**src/hdl/i2cms_pkg.sv**
```systemverilog
// Package for the I2C master transfer sequencer.
// Holds item codes, phase and sequencer state types, register values and the
// command and status structs shared by the controller and the datapath.
package i2cms_pkg;

  localparam int IDX_W = 4;
  localparam int CNT_W = 5;
  localparam int BYTE_W = 8;

  localparam logic [1:0] KIND_LOAD  = 2'd0;
  localparam logic [1:0] KIND_START = 2'd1;
  localparam logic [1:0] KIND_EVENT = 2'd2;

  localparam logic [1:0] ERR_NONE = 2'd0;
  localparam logic [1:0] ERR_BUSY = 2'd1;
  localparam logic [1:0] ERR_IDLE = 2'd2;

  localparam logic [7:0] CTL_START_TX = 8'hb0;
  localparam logic [7:0] CTL_START_RX = 8'ha0;
  localparam logic [7:0] CTL_TXAK     = 8'ha8;
  localparam logic [7:0] CTL_STOP     = 8'h80;
  localparam logic [7:0] CTL_IE       = 8'h40;
  localparam logic [7:0] ST_NOACK     = 8'h01;
  localparam logic [7:0] ST_ARBL      = 8'h10;

  typedef enum logic [1:0] {
    PH_IDLE,
    PH_ADDR,
    PH_TX,
    PH_RX
  } phase_t;

  typedef enum logic {
    SEQ_WAIT,
    SEQ_EXEC
  } seq_t;

  typedef enum logic [2:0] {
    CSEL_NONE,
    CSEL_START_TX,
    CSEL_START_RX,
    CSEL_START_RX_AK,
    CSEL_TXAK,
    CSEL_STOP
  } ctrl_sel_t;

  typedef enum logic [1:0] {
    DSEL_NONE,
    DSEL_ADDR,
    DSEL_BUF
  } data_sel_t;

  typedef enum logic [1:0] {
    POS_HOLD,
    POS_CLEAR,
    POS_ONE,
    POS_INC
  } pos_op_t;

  typedef struct packed {
    logic      capture;
    logic      commit;
    logic      save_start;
    pos_op_t   pos_op;
    ctrl_sel_t ctrl_sel;
    data_sel_t data_sel;
    logic      rx_deliver;
    logic      done;
    logic      resp;
    logic [1:0] err;
  } dp_cmd_t;

  typedef struct packed {
    logic [1:0] kind;
    logic       ack_ok;
    logic       noack;
    logic       read_flag;
    logic       count_one;
    logic       tx_more;
    logic       rx_penult;
    logic       rx_last;
    logic       out_free;
  } dp_status_t;

endpackage

```
**src/hdl/i2cms_cfg_if.sv**
```systemverilog
// Configuration write channel of the I2C master transfer sequencer.
// Carries the interrupt enable register value; no other dependencies.
interface i2cms_cfg_if;
  logic valid;
  logic ready;
  logic int_enable;

  modport source (output valid, output int_enable, input ready);
  modport sink (input valid, input int_enable, output ready);
endinterface

```
**src/hdl/i2cms_req_if.sv**
```systemverilog
// Input item channel of the I2C master transfer sequencer.
// Carries load, start and controller event items; no other dependencies.
interface i2cms_req_if;
  logic       valid;
  logic       ready;
  logic [1:0] kind;
  logic [3:0] tx_index;
  logic [7:0] tx_byte;
  logic [7:0] address_byte;
  logic [4:0] byte_count;
  logic [7:0] status_flags;
  logic [7:0] rx_data;

  modport source (output valid, output kind, output tx_index, output tx_byte,
                  output address_byte, output byte_count, output status_flags,
                  output rx_data, input ready);
  modport sink (input valid, input kind, input tx_index, input tx_byte,
                input address_byte, input byte_count, input status_flags,
                input rx_data, output ready);
endinterface

```
**src/hdl/i2cms_rsp_if.sv**
```systemverilog
// Result channel of the I2C master transfer sequencer.
// Carries controller register writes, received bytes and done/error codes.
interface i2cms_rsp_if;
  logic       valid;
  logic       ready;
  logic       ctrl_write;
  logic [7:0] ctrl_value;
  logic       data_write;
  logic [7:0] data_value;
  logic       rx_valid;
  logic [3:0] rx_index;
  logic [7:0] rx_byte;
  logic       done_res;
  logic       response;
  logic [1:0] error_code;

  modport source (output valid, output ctrl_write, output ctrl_value,
                  output data_write, output data_value, output rx_valid,
                  output rx_index, output rx_byte, output done_res,
                  output response, output error_code, input ready);
  modport sink (input valid, input ctrl_write, input ctrl_value,
                input data_write, input data_value, input rx_valid,
                input rx_index, input rx_byte, input done_res,
                input response, input error_code, output ready);
endinterface

```
**src/hdl/i2cms_ram.sv**
```systemverilog
// Generic single-port-write, single-port-read RAM with registered read data.
// Standalone; used for the transmit byte buffer.
module i2cms_ram #(
  parameter int WIDTH = 8,
  parameter int DEPTH = 16
) (
  input  logic                     clk,
  input  logic                     we,
  input  logic [$clog2(DEPTH)-1:0] waddr,
  input  logic [WIDTH-1:0]         wdata,
  input  logic [$clog2(DEPTH)-1:0] raddr,
  output logic [WIDTH-1:0]         rdata
);

  logic [WIDTH-1:0] mem [DEPTH];

  always_ff @(posedge clk) begin
    if (we) begin
      mem[waddr] <= wdata;
    end
    rdata <= mem[raddr];
  end

endmodule

```
**src/hdl/i2cms_ctrl.sv**
```systemverilog
// Controller of the I2C master transfer sequencer: item sequencing and transfer phase.
// Depends on i2cms_pkg; drives the datapath through dp_cmd_t, reads dp_status_t.
module i2cms_ctrl
  import i2cms_pkg::*;
(
  input  logic       clk,
  input  logic       rst,
  input  logic       req_valid,
  output logic       req_ready,
  input  dp_status_t st,
  output dp_cmd_t    cmd
);

  seq_t   seq, seq_next;
  phase_t phase, phase_next;
  logic   commit;

  assign commit = (seq == SEQ_EXEC) && st.out_free;

  always_ff @(posedge clk) begin
    if (rst) begin
      seq   <= SEQ_WAIT;
      phase <= PH_IDLE;
    end else begin
      seq   <= seq_next;
      phase <= phase_next;
    end
  end

  always_comb begin
    seq_next = seq;
    case (seq)
      SEQ_WAIT: if (req_valid) seq_next = SEQ_EXEC;
      SEQ_EXEC: if (st.out_free) seq_next = SEQ_WAIT;
      default:  seq_next = SEQ_WAIT;
    endcase
  end

  always_comb begin
    phase_next = phase;
    if (commit) begin
      case (st.kind)
        KIND_START: if (phase == PH_IDLE) phase_next = PH_ADDR;
        KIND_EVENT: begin
          case (phase)
            PH_ADDR: begin
              if (!st.ack_ok) phase_next = PH_IDLE;
              else if (st.read_flag) phase_next = PH_RX;
              else phase_next = PH_TX;
            end
            PH_TX: if (!st.tx_more || st.noack) phase_next = PH_IDLE;
            PH_RX: if (st.rx_last) phase_next = PH_IDLE;
            default: phase_next = phase;
          endcase
        end
        default: phase_next = phase;
      endcase
    end
  end

  always_comb begin
    req_ready      = (seq == SEQ_WAIT);
    cmd            = '0;
    cmd.pos_op     = POS_HOLD;
    cmd.ctrl_sel   = CSEL_NONE;
    cmd.data_sel   = DSEL_NONE;
    cmd.err        = ERR_NONE;
    cmd.capture    = (seq == SEQ_WAIT) && req_valid;
    cmd.commit     = commit;
    case (st.kind)
      KIND_START: begin
        if (phase != PH_IDLE) begin
          cmd.err = ERR_BUSY;
        end else begin
          cmd.ctrl_sel   = CSEL_START_TX;
          cmd.data_sel   = DSEL_ADDR;
          cmd.save_start = 1'b1;
          cmd.pos_op     = POS_CLEAR;
        end
      end
      KIND_EVENT: begin
        case (phase)
          PH_IDLE: cmd.err = ERR_IDLE;
          PH_ADDR: begin
            if (!st.ack_ok) begin
              cmd.ctrl_sel = CSEL_STOP;
              cmd.done     = 1'b1;
              cmd.resp     = 1'b1;
            end else if (st.read_flag) begin
              cmd.ctrl_sel = st.count_one ? CSEL_START_RX_AK : CSEL_START_RX;
            end else begin
              cmd.data_sel = DSEL_BUF;
              cmd.pos_op   = POS_ONE;
            end
          end
          PH_TX: begin
            if (st.tx_more && !st.noack) begin
              cmd.data_sel = DSEL_BUF;
              cmd.pos_op   = POS_INC;
            end else begin
              cmd.ctrl_sel = CSEL_STOP;
              cmd.done     = 1'b1;
              cmd.resp     = st.tx_more;
            end
          end
          default: begin
            if (st.rx_penult) cmd.ctrl_sel = CSEL_TXAK;
            if (st.rx_last) begin
              cmd.ctrl_sel = CSEL_STOP;
              cmd.done     = 1'b1;
            end
            cmd.rx_deliver = 1'b1;
            cmd.pos_op     = POS_INC;
          end
        endcase
      end
      default: cmd.err = ERR_NONE;
    endcase
  end

endmodule

```
**src/hdl/i2cms_dp.sv**
```systemverilog
// Datapath of the I2C master transfer sequencer: item, transfer and result registers.
// Depends on i2cms_pkg and i2cms_ram; steered by the controller through dp_cmd_t.
module i2cms_dp
  import i2cms_pkg::*;
#(
  parameter int MAX_BYTES = 16
) (
  input  logic              clk,
  input  logic              rst,
  input  dp_cmd_t           cmd,
  output dp_status_t        st,
  input  logic              cfg_valid,
  input  logic              cfg_int_enable,
  input  logic [1:0]        kind,
  input  logic [IDX_W-1:0]  tx_index,
  input  logic [BYTE_W-1:0] tx_byte,
  input  logic [BYTE_W-1:0] address_byte,
  input  logic [CNT_W-1:0]  byte_count,
  input  logic [BYTE_W-1:0] status_flags,
  input  logic [BYTE_W-1:0] rx_data,
  input  logic              out_ready,
  output logic              out_valid,
  output logic              ctrl_write,
  output logic [BYTE_W-1:0] ctrl_value,
  output logic              data_write,
  output logic [BYTE_W-1:0] data_value,
  output logic              rx_valid,
  output logic [IDX_W-1:0]  rx_index,
  output logic [BYTE_W-1:0] rx_byte,
  output logic              done_res,
  output logic              response,
  output logic [1:0]        error_code
);

  localparam int AW = $clog2(MAX_BYTES);
  localparam int CNT_MAX = (1 << CNT_W) - 1;
  localparam logic [CNT_W-1:0] CNT_CAP =
    CNT_W'((MAX_BYTES > CNT_MAX) ? CNT_MAX : MAX_BYTES);

  logic                int_enable;
  logic [1:0]          item_kind;
  logic [BYTE_W-1:0]   item_addr;
  logic [CNT_W-1:0]    item_count;
  logic [BYTE_W-1:0]   item_status;
  logic [BYTE_W-1:0]   item_rx;
  logic [CNT_W-1:0]    byte_pos, byte_pos_next;
  logic [BYTE_W-1:0]   saved_address;
  logic [CNT_W-1:0]    saved_count;
  logic [CNT_W-1:0]    count_clamped;
  logic [BYTE_W-1:0]   buf_data;
  logic [BYTE_W-1:0]   ctrl_code;
  logic                buf_we;

  assign buf_we = cmd.capture && (kind == KIND_LOAD) && (32'(tx_index) < MAX_BYTES);

  i2cms_ram #(
    .WIDTH (BYTE_W),
    .DEPTH (MAX_BYTES)
  ) u_tx_buf (
    .clk   (clk),
    .we    (buf_we),
    .waddr (AW'(tx_index)),
    .wdata (tx_byte),
    .raddr (AW'(byte_pos)),
    .rdata (buf_data)
  );

  always_ff @(posedge clk) begin
    if (rst) begin
      int_enable <= 1'b0;
    end else if (cfg_valid) begin
      int_enable <= cfg_int_enable;
    end
  end

  always_ff @(posedge clk) begin
    if (rst) begin
      item_kind <= KIND_LOAD;
    end else if (cmd.capture) begin
      item_kind <= kind;
    end
  end

  always_ff @(posedge clk) begin
    if (cmd.capture) begin
      item_addr   <= address_byte;
      item_count  <= byte_count;
      item_status <= status_flags;
      item_rx     <= rx_data;
    end
  end

  always_comb begin
    count_clamped = item_count;
    if (item_count == '0) count_clamped = CNT_W'(1);
    if (item_count > CNT_CAP) count_clamped = CNT_CAP;
  end

  always_comb begin
    case (cmd.pos_op)
      POS_CLEAR: byte_pos_next = '0;
      POS_ONE:   byte_pos_next = CNT_W'(1);
      POS_INC:   byte_pos_next = byte_pos + CNT_W'(1);
      default:   byte_pos_next = byte_pos;
    endcase
  end

  always_ff @(posedge clk) begin
    if (rst) begin
      byte_pos      <= '0;
      saved_address <= '0;
      saved_count   <= '0;
    end else if (cmd.commit) begin
      byte_pos <= byte_pos_next;
      if (cmd.save_start) begin
        saved_address <= item_addr;
        saved_count   <= count_clamped;
      end
    end
  end

  always_comb begin
    st.kind      = item_kind;
    st.ack_ok    = (item_status & (ST_NOACK | ST_ARBL)) == '0;
    st.noack     = (item_status & ST_NOACK) != '0;
    st.read_flag = saved_address[0];
    st.count_one = (saved_count == CNT_W'(1));
    st.tx_more   = (byte_pos < saved_count);
    st.rx_penult = ({1'b0, byte_pos} + (CNT_W+1)'(2)) == {1'b0, saved_count};
    st.rx_last   = ({1'b0, byte_pos} + (CNT_W+1)'(1)) == {1'b0, saved_count};
    st.out_free  = !out_valid || out_ready;
  end

  always_comb begin
    case (cmd.ctrl_sel)
      CSEL_START_TX:    ctrl_code = CTL_START_TX;
      CSEL_START_RX:    ctrl_code = CTL_START_RX;
      CSEL_START_RX_AK: ctrl_code = CTL_START_RX | CTL_TXAK;
      CSEL_TXAK:        ctrl_code = CTL_TXAK;
      CSEL_STOP:        ctrl_code = CTL_STOP;
      default:          ctrl_code = '0;
    endcase
  end

  always_ff @(posedge clk) begin
    if (rst) begin
      out_valid <= 1'b0;
    end else if (cmd.commit) begin
      out_valid <= 1'b1;
    end else if (out_ready) begin
      out_valid <= 1'b0;
    end
  end

  always_ff @(posedge clk) begin
    if (cmd.commit) begin
      ctrl_write <= (cmd.ctrl_sel != CSEL_NONE);
      ctrl_value <= (cmd.ctrl_sel == CSEL_NONE) ? '0 :
                    (ctrl_code | (int_enable ? CTL_IE : '0));
      data_write <= (cmd.data_sel != DSEL_NONE);
      case (cmd.data_sel)
        DSEL_ADDR: data_value <= item_addr;
        DSEL_BUF:  data_value <= buf_data;
        default:   data_value <= '0;
      endcase
      rx_valid   <= cmd.rx_deliver;
      rx_index   <= cmd.rx_deliver ? byte_pos[IDX_W-1:0] : '0;
      rx_byte    <= cmd.rx_deliver ? item_rx : '0;
      done_res   <= cmd.done;
      response   <= cmd.resp;
      error_code <= cmd.err;
    end
  end

endmodule

```
**src/hdl/i2c_master_transfer_sequencer_core.sv**
```systemverilog
// I2C master transfer sequencer, top level: one result beat per accepted item.
// An accepted item is registered; its result then enters the output register.
// No new item is taken until the result of the last one is committed; the item
// waits in execute while the result is stalled.
// Reset clears phase to idle, byte position, saved transfer and interrupt enable;
// transmit buffer contents are undefined until loaded.
module i2c_master_transfer_sequencer_core
  import i2cms_pkg::*;
#(
  parameter int MAX_BYTES = 16
) (
  input logic         clk,
  input logic         rst,
  i2cms_cfg_if.sink   cfg,
  i2cms_req_if.sink   req,
  i2cms_rsp_if.source rsp
);

  dp_cmd_t    cmd;
  dp_status_t st;
  logic       req_ready;

  assign cfg.ready = 1'b1;
  assign req.ready = req_ready;

  i2cms_ctrl u_ctrl (
    .clk       (clk),
    .rst       (rst),
    .req_valid (req.valid),
    .req_ready (req_ready),
    .st        (st),
    .cmd       (cmd)
  );

  i2cms_dp #(
    .MAX_BYTES (MAX_BYTES)
  ) u_dp (
    .clk            (clk),
    .rst            (rst),
    .cmd            (cmd),
    .st             (st),
    .cfg_valid      (cfg.valid),
    .cfg_int_enable (cfg.int_enable),
    .kind           (req.kind),
    .tx_index       (req.tx_index),
    .tx_byte        (req.tx_byte),
    .address_byte   (req.address_byte),
    .byte_count     (req.byte_count),
    .status_flags   (req.status_flags),
    .rx_data        (req.rx_data),
    .out_ready      (rsp.ready),
    .out_valid      (rsp.valid),
    .ctrl_write     (rsp.ctrl_write),
    .ctrl_value     (rsp.ctrl_value),
    .data_write     (rsp.data_write),
    .data_value     (rsp.data_value),
    .rx_valid       (rsp.rx_valid),
    .rx_index       (rsp.rx_index),
    .rx_byte        (rsp.rx_byte),
    .done_res       (rsp.done_res),
    .response       (rsp.response),
    .error_code     (rsp.error_code)
  );

endmodule

```
**src/flat_wrapper.sv**
```systemverilog
// flat-port wrapper written by rule: the top's interface ports become plain ports
module i2c_master_transfer_sequencer_core_flat import i2cms_pkg::*;
#(
  parameter int MAX_BYTES = 16
)
  (clk, rst, cfg_valid, cfg_int_enable, cfg_ready, req_valid, req_kind, req_tx_index, req_tx_byte, req_address_byte, req_byte_count, req_status_flags, req_rx_data, req_ready, rsp_valid, rsp_ctrl_write, rsp_ctrl_value, rsp_data_write, rsp_data_value, rsp_rx_valid, rsp_rx_index, rsp_rx_byte, rsp_done_res, rsp_response, rsp_error_code, rsp_ready);
  i2cms_cfg_if cfg_i ();
  i2cms_req_if req_i ();
  i2cms_rsp_if rsp_i ();
  input logic clk;
  input logic rst;
  input wire logic [$bits(cfg_i.valid)-1:0] cfg_valid;
  input wire logic [$bits(cfg_i.int_enable)-1:0] cfg_int_enable;
  output wire logic [$bits(cfg_i.ready)-1:0] cfg_ready;
  input wire logic [$bits(req_i.valid)-1:0] req_valid;
  input wire logic [$bits(req_i.kind)-1:0] req_kind;
  input wire logic [$bits(req_i.tx_index)-1:0] req_tx_index;
  input wire logic [$bits(req_i.tx_byte)-1:0] req_tx_byte;
  input wire logic [$bits(req_i.address_byte)-1:0] req_address_byte;
  input wire logic [$bits(req_i.byte_count)-1:0] req_byte_count;
  input wire logic [$bits(req_i.status_flags)-1:0] req_status_flags;
  input wire logic [$bits(req_i.rx_data)-1:0] req_rx_data;
  output wire logic [$bits(req_i.ready)-1:0] req_ready;
  output wire logic [$bits(rsp_i.valid)-1:0] rsp_valid;
  output wire logic [$bits(rsp_i.ctrl_write)-1:0] rsp_ctrl_write;
  output wire logic [$bits(rsp_i.ctrl_value)-1:0] rsp_ctrl_value;
  output wire logic [$bits(rsp_i.data_write)-1:0] rsp_data_write;
  output wire logic [$bits(rsp_i.data_value)-1:0] rsp_data_value;
  output wire logic [$bits(rsp_i.rx_valid)-1:0] rsp_rx_valid;
  output wire logic [$bits(rsp_i.rx_index)-1:0] rsp_rx_index;
  output wire logic [$bits(rsp_i.rx_byte)-1:0] rsp_rx_byte;
  output wire logic [$bits(rsp_i.done_res)-1:0] rsp_done_res;
  output wire logic [$bits(rsp_i.response)-1:0] rsp_response;
  output wire logic [$bits(rsp_i.error_code)-1:0] rsp_error_code;
  input wire logic [$bits(rsp_i.ready)-1:0] rsp_ready;
  assign cfg_i.valid = cfg_valid;
  assign cfg_i.int_enable = cfg_int_enable;
  assign cfg_ready = cfg_i.ready;
  assign req_i.valid = req_valid;
  assign req_i.kind = req_kind;
  assign req_i.tx_index = req_tx_index;
  assign req_i.tx_byte = req_tx_byte;
  assign req_i.address_byte = req_address_byte;
  assign req_i.byte_count = req_byte_count;
  assign req_i.status_flags = req_status_flags;
  assign req_i.rx_data = req_rx_data;
  assign req_ready = req_i.ready;
  assign rsp_valid = rsp_i.valid;
  assign rsp_ctrl_write = rsp_i.ctrl_write;
  assign rsp_ctrl_value = rsp_i.ctrl_value;
  assign rsp_data_write = rsp_i.data_write;
  assign rsp_data_value = rsp_i.data_value;
  assign rsp_rx_valid = rsp_i.rx_valid;
  assign rsp_rx_index = rsp_i.rx_index;
  assign rsp_rx_byte = rsp_i.rx_byte;
  assign rsp_done_res = rsp_i.done_res;
  assign rsp_response = rsp_i.response;
  assign rsp_error_code = rsp_i.error_code;
  assign rsp_i.ready = rsp_ready;
  i2c_master_transfer_sequencer_core #(.MAX_BYTES(MAX_BYTES)) u_core (.clk(clk), .rst(rst), .cfg(cfg_i), .req(req_i), .rsp(rsp_i));
endmodule
```
**config.mk**
```make
export PLATFORM = sky130hd
export DESIGN_NAME = i2c_master_transfer_sequencer_core_flat
export DESIGN_NICKNAME = d
export VERILOG_FILES = /design/src/hdl/i2cms_pkg.sv /design/src/hdl/i2cms_cfg_if.sv /design/src/hdl/i2cms_req_if.sv /design/src/hdl/i2cms_rsp_if.sv /design/src/hdl/i2cms_ram.sv /design/src/hdl/i2cms_ctrl.sv /design/src/hdl/i2cms_dp.sv /design/src/hdl/i2c_master_transfer_sequencer_core.sv /design/src/flat_wrapper.sv
export SDC_FILE = /design/constraint.sdc
export NUM_CORES = 1
export LEC_CHECK = 0
export BUFFER_PORTS_ARGS = -buffer_cell sky130_fd_sc_hd__buf_2
export CORE_ASPECT_RATIO = 1.5
export CORE_MARGIN = 5
export CORE_UTILIZATION = 40
export DETAILED_ROUTE_END_ITERATION = 8
export HOLD_SLACK_MARGIN = 0.06
export PLACE_DENSITY = 0.63
export SETUP_SLACK_MARGIN = 0.15
export SLEW_MARGIN = 5
export SYNTH_ARGS = -nofsm -noshare
export SYNTH_HDL_FRONTEND = slang
export SYNTH_HIERARCHICAL = 1
export SYNTH_SLANG_ARGS = --single-unit
```
**constraint.sdc**
```tcl
create_clock -name clk -period 10.1 [get_ports clk]
set_clock_uncertainty 0.15 [all_clocks]
set_input_delay 1.01 -clock clk [delete_from_list [all_inputs] [get_ports clk]]
set_output_delay 1.01 -clock clk [all_outputs]
set_load 0.01 [all_outputs]
```
---- After elaboration in Yosys (flattened, before gate mapping) ----
Memory sizes are Yosys's and may differ from the RTL's. A register that Yosys moved wholly into a read port is not among the register bits.
Cells that the tools add are included.
word-level totals
  register bits ........................... 79
  latch bits .............................. 0
  memory bits (writable) .................. 128
  ROM bits ................................ 0
  input port bits ......................... 49
  output and inout port bits .............. 38
  logic and storage cells ................. 122
  memories ................................ 1
memory list
  name                      words  width  read ports  clocked after memory_dff  wr ports  line             source
  u_core.u_dp.u_tx_buf.mem  16     8      1           1                         1         i2cms_ram.sv:15  logic [WIDTH-1:0] mem [DEPTH];
cells by class
  add/subtract/negate cells ............... 3
  multipliers ............................. 0
  divide/modulo/power cells ............... 0
  order comparisons ....................... 2
  equal/unequal tests ..................... 22
  shift-type cells ........................ 0
  mux-type cells .......................... 45
  bitwise operators ....................... 2
  reductions and logical operators ........ 25
operators by type and width
  cell                 count
  $pmux 8 s4           1
  $pmux 5 s3           2
  $mux 2               12
  $pmux 8 s2           1
  $mux 3               5
  $pmux 7 s2           1
  $eq 2x2->1 const B   6
  $eq 6x5->1           2
  $mux 1               12
  $pmux 2 s2           3
  $mux 5               2
  $eq 2x1->1 const B   4
  $logic_not 8->1      1
  $mux 8               1
  $or 8x7->8           1
  $reduce_bool 2->1    4
  $mux 7               1
  $add 5x1->6 const B  1
  $add 5x2->6 const B  1
  $eq 3x2->1 const B   2
  $eq 3x3->1 const B   2
  $pmux 2 s3           1
  $reduce_and 6->1     1
  $reduce_bool 3->1    2
  other kinds (21)     30

---- Logic depth before layout (Yosys ltp) ----
Gate-level depths: netlist (run 1).
  word-level depth ........................ 10
  gate-level depth with buffers ........... 14
  gate-level depth less buffers ........... 13

---- Hierarchy ----
The synthesis (run 1) kept the hierarchy.
by module, submodules not included
  module                              instances  cells each  area an instance (µm²)  seq. area each (µm²)
  i2cms_ram                           1          229         5,147.4                 4,003.8
  i2cms_dp                            1          219         2,907.8                 1,951.9
  i2cms_ctrl                          1          66          479.2                   60.1
  i2c_master_transfer_sequencer_core  1          2           11.3                    0.0

---- Worst setup path after synthesis (run 1) ----
OpenSTA, ideal clock, no wires.
  kind .................................... input to register
  from .................................... input req_valid
  to ...................................... memory u_core.u_dp.u_tx_buf.mem[0][0] (enable)
  library setup time ...................... 383 ps
  arrival ................................. 3,794 ps
  data required time ...................... 9,567 ps
  path slack .............................. 5,773 ps
  stages on the path ...................... 4
  buffers on the path ..................... 0
  path through ............................ nor2b_1 -> nor3b_1 -> or3b_2 -> nor3_1
between the ends
  longest elaborated chain between the ends .. 4
RTL lines
  item                          line                source
  start, declared               flat_wrapper.sv:15  input wire logic [$bits(req_i.valid)-1:0] req_valid;
  $logic_and 1x1->1             i2cms_ctrl.sv:68    cmd.capture = (seq == SEQ_WAIT) && req_valid;
  $logic_and 1x1->1             i2cms_dp.sv:54      assign buf_we = cmd.capture && (kind == KIND_LOAD) && (32'(tx_index) < MAX_BYTES);
  named net u_core.u_dp.buf_we  i2cms_dp.sv:52      logic buf_we;
  $mux 1                        i2cms_ram.sv:18     if (we) begin
  $mux 1 (implied by the code)  i2cms_ram.sv:19     mem[waddr] <= wdata;
  end, declared                 i2cms_ram.sv:15
The timed path passes the listed nets, and every way through them passes these cells.

==> results.txt, run 1 <==
----------------------------------------------------
[Min path]
  HP Class ... reg2reg
  Hold path startpoint ... u_core/u_dp/saved_count[0]
  Worst hold path cell count ... 2

[Yosys]
  Predominant post-synthesis flop cell ... sky130_fd_sc_hd__edfxtp_1
  Seq cells post-synth ... ~210
  Simple-gate share of the synthesized area ... between 8 and 9%
  Post-synthesis cell count ... 516
  Synth Area in Compound Gates ... under 10%
  Warnings, synthesis ... 6
  Post-synthesis share of cell area spent on xor and xnor gates ... less than 1%
  Seq/Total Area, Yosys ... 70.4%
  Number of synthesized flops with an enable pin ... roughly 180
  Adder and majority gate portion of the synthesized area ... 2.49%
  Fraction of synthesized area in multiplexers ... roughly a tenth
  Combinational family with the most area after synthesis ... multiplexers
  Count of distinct cell types in the synthesized netlist ... 52
  Post-synthesis instance area ... roughly 8500 um^2
  Mean area per synthesized cell ... between 15 and 20 um^2
  Synth async-reset ratio ... 0%

[Floorplanning]
  Floorplan die width ... roughly 130 um
  Top Ports ... 87
  Initial standard-cell utilization of the core ... 40.6%
  Die height ... around 190 um
  Num rows ... 65
  Die Outline Area ... between 20,000 and 25,000 um^2
  Standard cell core area ... about 21,000 um^2

[Worst setup path]
  Slack of the worst reg-to-reg path ... about 6.6 ns
  Data arrival, critical path ... ~3.6 ns
  Startpoint types ... primary input
  End point of the critical path ... u_core/u_dp/u_tx_buf/mem[0][0]
  RR Startpoint ... u_core/u_dp/byte_pos[1]
  Capture instance of the worst register-to-register path ... u_core/u_dp/ctrl_value[7]
  Crit Path Max Fanout ... 27
  Launch point of the critical path ... req_valid
  Worst r2r path cells ... 11
  Worst setup path class ... in2reg
  Required time worst endpoint ... between 10 and 15 ns
  Critical path capture point type ... register

[CTS]
  Clock buffer count from CTS ... 21
  Skew-Pair Late Insertion Delay ... between 0.4 and 0.5 ns
  Cell chosen for the clock root ... sky130_fd_sc_hd__clkbuf_16
  CTS tree ... yes
  Total number of H-tree levels ... 1
  Num Clock Sinks ... ~210
  Clock slew at reported path FFs ... approximately 0.06 ns
  Hold-fix buffer count after cts ... 0
  Post-CTS resize count ... 0
  Max Buffers Root-to-Sink ... 3
  Buffers inserted during post-CTS setup optimization ... 0

[Power and ir drop]
  Power per unit of standard cell area ... between 150 and 200 nW/um^2
  Lkg Pwr ... roughly 3.3 nW
  Peak VDD IR ... 123 uV
  Total power ... approximately 0.0017 W

[Job]
  Number of max-cap violations ... 0

[STA]
  Min setup slack post-route ... 6.43 ns
  Tightest Pin Transition ... 1.10 ns
  Setup TNS after final layout ... 0 ns
  Total count of max-transition violations in the final report ... 0
  Achievable clock frequency ... approximately 0.27 GHz
  Min cycle time layout ... about 3.7 ns
  Final setup violation count ... 0
  Relative slew slack ... between 20% and 30%
  Setup repair after global routing missed its margin ... no
  Final Hold Viols ... 0
  Final Cycle Share ... 36.4%

[Routing]
  Routed wire length per instance ... 18.8 um
  Total via count after detailed routing ... about 4,700
  DRC violations left ... 0
  Average vias per placed instance ... between 5 and 6
  Post-DRT Antenna Nets ... 0
  Iter 0 DRT Violations ... about 300
  DRT Wirelength ... 16,700 um
  Number of detailed-route iterations in the first pass ... 5

[Finish]
  Layout Cells excl Fill ... slightly below 900
  Fraction of layout instances using a drive strength above 1 ... 22.9%
  Area growth from synthesis to final layout ... 14.9%
  Layout Nets ... 668
  Total inserted antenna cells ... 0
  Final-layout fill cell count ... around 1,800

[Placement]
  Final Wtd Congestion ... between 0.8 and 0.9
  Cell count after placement ... 847
  DPL Wire Length ... ~11,000 um
  Count of buffers inserted at the top-level ports ... 76
  Worst slack after detailed placement ... 5.90 ns

[Outcome]
  Outcome ... complete, no violations

[Global route]
  Wire length of the first global-routing pass ... between 20,000 and 30,000 um
  Gr usage total ... approximately 14%
  Vias in the first global route ... a little under 5,000
  Pin count of the biggest net entering global routing ... 40
  Overall overflow remaining after global route ... 0
  Number of antenna violations at the first check in global routing ... 0

----------------------------------------------------
state kept, by name, indices dropped and copies added (netlist names), 4 cells and up:
signal                      count
u_core/u_dp/byte_pos            5
u_core/u_dp/rx_byte             8
u_core/u_dp/data_value          8
u_core/u_dp/u_tx_buf/rdata      8
u_core/u_dp/item_rx             8
u_core/u_dp/item_count          5
u_core/u_dp/rx_index            4
u_core/u_dp/item_addr           8
u_core/u_dp/ctrl_value          5
u_core/u_dp/saved_count         5
u_core/u_dp/u_tx_buf/mem      128
cell usage after synthesis, types with 3 or more instances:
cell type	number	area [um^2]
sky130_fd_sc_hd__ha_1	17	213
sky130_fd_sc_hd__mux4_2	18	405
sky130_fd_sc_hd__mux2i_1	4	40.0
sky130_fd_sc_hd__nor2b_1	15	93.8
sky130_fd_sc_hd__nand3_1	8	40.0
sky130_fd_sc_hd__a21oi_1	13	65.1
sky130_fd_sc_hd__o21ai_0	11	55.1
sky130_fd_sc_hd__nor3_1	7	35.0
sky130_fd_sc_hd__clkbuf_1	5	18.8
sky130_fd_sc_hd__nand2_1	25	93.8
sky130_fd_sc_hd__and2_1	17	106
sky130_fd_sc_hd__edfxtp_1	183	5500
sky130_fd_sc_hd__nor3b_1	7	52.6
sky130_fd_sc_hd__clkdlybuf4s25_2	3	30.0
sky130_fd_sc_hd__nor2_1	32	120
sky130_fd_sc_hd__nand2b_1	5	31.3
sky130_fd_sc_hd__nand3b_1	4	30.0
sky130_fd_sc_hd__a211oi_1	3	22.5
sky130_fd_sc_hd__buf_6	3	33.8
sky130_fd_sc_hd__a22oi_1	24	180
sky130_fd_sc_hd__buf_4	7	52.6
sky130_fd_sc_hd__or3_1	3	18.8
sky130_fd_sc_hd__xnor2_1	6	52.6
sky130_fd_sc_hd__a32oi_1	3	26.3
sky130_fd_sc_hd__buf_2	4	20.0
sky130_fd_sc_hd__inv_1	19	71.3
sky130_fd_sc_hd__mux4_1	14	368
sky130_fd_sc_hd__dfxtp_1	26	521
cell usage in the layout (no fill, tap or decap), types with 2 or more instances in the layout:
cell / count
sky130_fd_sc_hd__mux4_2: 18
sky130_fd_sc_hd__edfxtp_1: 183
sky130_fd_sc_hd__a31oi_1: 2
sky130_fd_sc_hd__dfxtp_1: 25
sky130_fd_sc_hd__nand3_1: 8
sky130_fd_sc_hd__nand4_1: 2
sky130_fd_sc_hd__mux2_2: 2
sky130_fd_sc_hd__o21ai_0: 11
sky130_fd_sc_hd__a21o_1: 2
sky130_fd_sc_hd__a211oi_1: 3
sky130_fd_sc_hd__clkinv_1: 3
sky130_fd_sc_hd__buf_4: 7
sky130_fd_sc_hd__inv_1: 19
sky130_fd_sc_hd__nor2b_1: 14
sky130_fd_sc_hd__nand3b_1: 4
sky130_fd_sc_hd__mux4_1: 14
sky130_fd_sc_hd__xnor2_1: 6
sky130_fd_sc_hd__and2_1: 17
sky130_fd_sc_hd__clkbuf_16: 21
sky130_fd_sc_hd__ha_1: 17
sky130_fd_sc_hd__nor3b_1: 7
sky130_fd_sc_hd__a21oi_1: 13
sky130_fd_sc_hd__a32oi_1: 3
sky130_fd_sc_hd__a22oi_1: 24
sky130_fd_sc_hd__nand2_1: 25
sky130_fd_sc_hd__nand2b_1: 5
sky130_fd_sc_hd__or3_1: 3
sky130_fd_sc_hd__conb_1: 4
sky130_fd_sc_hd__nor2_1: 32
sky130_fd_sc_hd__buf_2: 76
sky130_fd_sc_hd__mux2i_1: 4
sky130_fd_sc_hd__clkbuf_1: 5
sky130_fd_sc_hd__nor3_1: 7
sky130_fd_sc_hd__clkinv_2: 4
sky130_fd_sc_hd__nand4b_1: 2
metal layers:
metal	GRT usage [%]	wire (um)
met5	0	0
met4	4.41	358
met3	2.20	1030
met2	25.0	8790
met1	16.6	6480
worst min path at each step:
stage	end	slack [ns]
after floorplan	u_core/u_dp/saved_count[0]	0.30
after global placement	u_core/u_dp/int_enable	0.33
after detailed placement	u_core/u_dp/saved_count[0]	0.35
after CTS	u_core/u_dp/saved_count[0]	0.36
after global routing	u_core/u_dp/saved_count[0]	0.36
final	u_core/u_dp/saved_count[0]	0.35
stage by stage:
step	area, um^2	hold slack (ns)	utilization (%)
floorplan	8550	0.297	-
global placement	9170	0.327	43.5
detailed placement	9170	0.348	43.5
CTS	9820	0.356	46.6
global route	9820	0.361	46.6
finish	9820	0.347	46.6
cell families after synthesis:
group | count (synthesis)
AO/OA/AOI/OAI | 67
XOR/XNOR | 7
adder cells (fa/ha/maj) | 17
buffers and inverters | 41
flip-flops | 209
multiplexers | 38
other | 2
AND/OR/NAND/NOR | 135
layout make-up:
| class | instances | area (um^2) | share of cell area [%] |
|---|---|---|---|
| Sequential cell | 209 | 6020 | 61.3 |
| Tap cell | 268 | 335 | 3.42 |
| Inverter | 19 | 71.3 | 0.726 |
| Multi-Input combinational cell | 268 | 2310 | 23.6 |
| Clock inverter | 11 | 88.8 | 0.905 |
| Clock buffer | 27 | 558 | 5.68 |
| Timing Repair Buffer | 83 | 433 | 4.41 |
power breakdown:
| part | switching [W] | internal, W | total, W |
|---|---|---|---|
| logic | 0.0000350 | 0.0000178 | 0.0000528 |
| registers | 0.00000483 | 0.000953 | 0.000958 |
| clock network | 0.000313 | 0.000419 | 0.000732 |
| total | 0.000352 | 0.00139 | 0.00174 |
critical path, cell delays in order:
cell and delay [ns]:
sky130_fd_sc_hd__buf_2 0.07, sky130_fd_sc_hd__nor2b_2 0.12, sky130_fd_sc_hd__buf_4 0.36, sky130_fd_sc_hd__nor3b_1 0.65
sky130_fd_sc_hd__or3b_2 0.55, sky130_fd_sc_hd__nor3_1 0.86
Power figures use the tool's default switching activity.
==> inputs of run 2 (changes only) <==
- PLACE_DENSITY: 0.63 -> 0.65
- clock period: 10.1 -> 3.3 ns (I/O delays scaled with it)
==> results.txt, run 2 (synthesis gave the netlist of run 1 again) <==
----------------------------------------------------
[Worst setup path]
  Launch point of the critical path ... u_core/u_dp/saved_count[1]
  Data arrival, critical path ... ~3.1 ns
  Crit Path Max Fanout ... 4
  Slack of the worst reg-to-reg path ... 0.32 ns
  Worst r2r path cells ... 12
  RR Startpoint ... u_core/u_dp/saved_count[1]
  Startpoint types ... register
  Critical path capture point type ... register
  Crit-path slowest cell ... sky130_fd_sc_hd__or3_1
  Critical-path cell list ... inv_1, ha_1, nor2b_1, o21ai_0, a21oi_1, a211oi_2, nand2b_1, a211oi_2, a21o_1, a21oi_2, or3_1, and2_1
  Worst setup path class ... reg2reg
  Required time worst endpoint ... around 3.4 ns
  Worst stage delay on the critical path ... between 0.4 and 0.5 ns
  Most repeated library cell on the critical path ... sky130_fd_sc_hd__a211oi_2

[Global route]
  Vias in the first global route ... approximately 5,300
  Pin count of the biggest net entering global routing ... 36
  Wire length of the first global-routing pass ... 27,000 um
  Number of antenna violations at the first check in global routing ... 0
  Overall overflow remaining after global route ... 0
  Gr usage total ... roughly 14%

[Finish]
  Area growth from synthesis to final layout ... 19.7%
  Commonest cells after routing, fill and taps aside ... sky130_fd_sc_hd__edfxtp_1 (183), sky130_fd_sc_hd__buf_2 (76), sky130_fd_sc_hd__dlygate4sd3_1 (33)
  Largest reg by FF count ... u_core/u_dp/u_tx_buf/mem
  Final-layout fill cell count ... approximately 1,800
  Utilization after layout ... 48.6%
  Leading cell type in the layout, fill and taps excluded ... sky130_fd_sc_hd__edfxtp_1
  Total inserted antenna cells ... 0
  Layout Cells excl Fill ... ~930
  Fraction of layout instances using a drive strength above 1 ... a little under a quarter
  Post-route cell area ... 10,200 um^2
  Layout Nets ... slightly above 700
  Flip-flop count of the largest register after layout ... about 130

[STA]
  Min cycle time layout ... 2.98 ns
  Tightest Pin Transition ... between 0.8 and 0.9 ns
  Final setup violation count ... 0
  Final Cycle Share ... between 90% and 100%
  Relative slew slack ... approximately two fifths
  Total count of max-transition violations in the final report ... 0
  Setup TNS after final layout ... 0 ns
  Final Hold Viols ... 0
  Achievable clock frequency ... 0.336 GHz
  Setup repair after global routing missed its margin ... no

[Min path]
  Worst hold path cell count ... 1
  Hold path startpoint ... req_tx_byte[0]
  HP Class ... in2reg

[Routing]
  Number of detailed-route iterations in the first pass ... 6
  DRT Wirelength ... about 17,000 um
  Total via count after detailed routing ... slightly below 5,000
  Routed wire length on met2 ... between 9000 and 10,000 um
  Routed length on met3 ... 921 um
  Iter 0 DRT Violations ... 425
  Post-DRT Antenna Nets ... 0
  Routed wire length per instance ... roughly 18 um
  Average vias per placed instance ... approximately 5.2
  DRC violations left ... 0
  Total routed wire length on the met1 layer ... between 6000 and 7000 um
  Top layer used by detailed routing ... met4

[Power and ir drop]
  Total power ... roughly 0.0052 W
  Peak VDD IR ... ~330 uV
  Lkg Pwr ... 3.52 nW
  Power per unit of standard cell area ... 513 nW/um^2

[CTS]
  CTS tree ... yes
  Num Clock Sinks ... around 210
  Total number of H-tree levels ... 1
  Clock slew at reported path FFs ... 0.06 ns
  Cell chosen for the clock root ... sky130_fd_sc_hd__clkbuf_16
  Max Buffers Root-to-Sink ... 3
  Clock buffer count from CTS ... 21
  Skew-Pair Late Insertion Delay ... between 0.4 and 0.5 ns

[Placement]
  Cell count after placement ... 857
  Standard cell area after detailed placement ... roughly 9300 um^2
  DPL Wire Length ... 11,500 um
  Count of buffers inserted at the top-level ports ... 76
  Final Wtd Congestion ... between 0.8 and 0.9

[Job]
  Number of max-cap violations ... 0

[Floorplanning]
  Num rows ... 65
  Top Ports ... slightly below 90
  Die height ... roughly 190 um
  Die Outline Area ... 24,400 um^2
  Initial standard-cell utilization of the core ... 40.6%
  Floorplan die width ... between 100 and 150 um
  Standard cell core area ... roughly 21,000 um^2

[Outcome]
  Outcome ... complete, no violations

----------------------------------------------------
-- run 2: cell count changes in the layout (fill, tap and decap cells not counted), sizes merged --
cell         change
dlygate4sd3     +33
bufinv           -1
clkbuf           -1
clkinvlp         -1
buf             +11
clkinv           +3
-- run 2: routing by layer --
layer	track usage, %	up-vias
met1	16.3	2397
met3	2.26	25
li1	-	2264
met4	3.64	0
met5	0	-
met2	25.9	125
-- run 2: worst paths after layout --
check,end
min,u_core/u_dp/u_tx_buf/mem[5][0]
max reg2reg,u_core/u_dp/ctrl_value[6]
min reg2reg,u_core/u_dp/saved_count[0]
max,u_core/u_dp/ctrl_value[6]
-- run 2: cell type report --
| class | count | area, um^2 | share of cell area (%) |
|---|---|---|---|
| multi-input combinational | 268 | 2340 | 22.9 |
| sequential | 209 | 6020 | 58.8 |
| clock buffer | 26 | 544 | 5.32 |
| tap | 268 | 335 | 3.28 |
| inverter | 19 | 71.3 | 0.697 |
| clock inverter | 12 | 68.8 | 0.673 |
| timing repair buffer | 127 | 846 | 8.27 |
-- run 2: per-stage QoR --
step / setup WS (ns) / hold WS [ns]
3_5_place_dp: 0.189 / 0.333
2_1_floorplan: 0.358 / 0.246
6_report: 0.323 / 0.0761
4_1_cts: 0.157 / 0.0600
3_3_place_gp: 0.249 / 0.333
5_1_grt: 0.140 / 0.0759
-- run 2: report_power, final --
part           switching [W]  internal [W]  leakage, nW
clock network       0.000934       0.00118        0.302
logic               0.000112     0.0000832         1.33
registers          0.0000164       0.00292         1.89
total                0.00106       0.00418         3.52
-- run 2: critical path, delay by kind of cell, from the launching register on --
family	cells	cell delay, ns
AND/OR/NAND/NOR	4	0.83
flip-flops	1	0.38
buffers and inverters	1	0.08
adder cells (fa/ha/maj)	1	0.29
AO/OA/AOI/OAI	6	1.01
-- run 2: repair_timing --
action / 4_1_cts / 5_1_grt
endpoints found under the hold margin: 79 / 0
endpoints found under the setup margin: 0 / 13
buffers inserted: 0 / 1
gates resized for setup: 0 / 7
hold buffers: 33 / 0
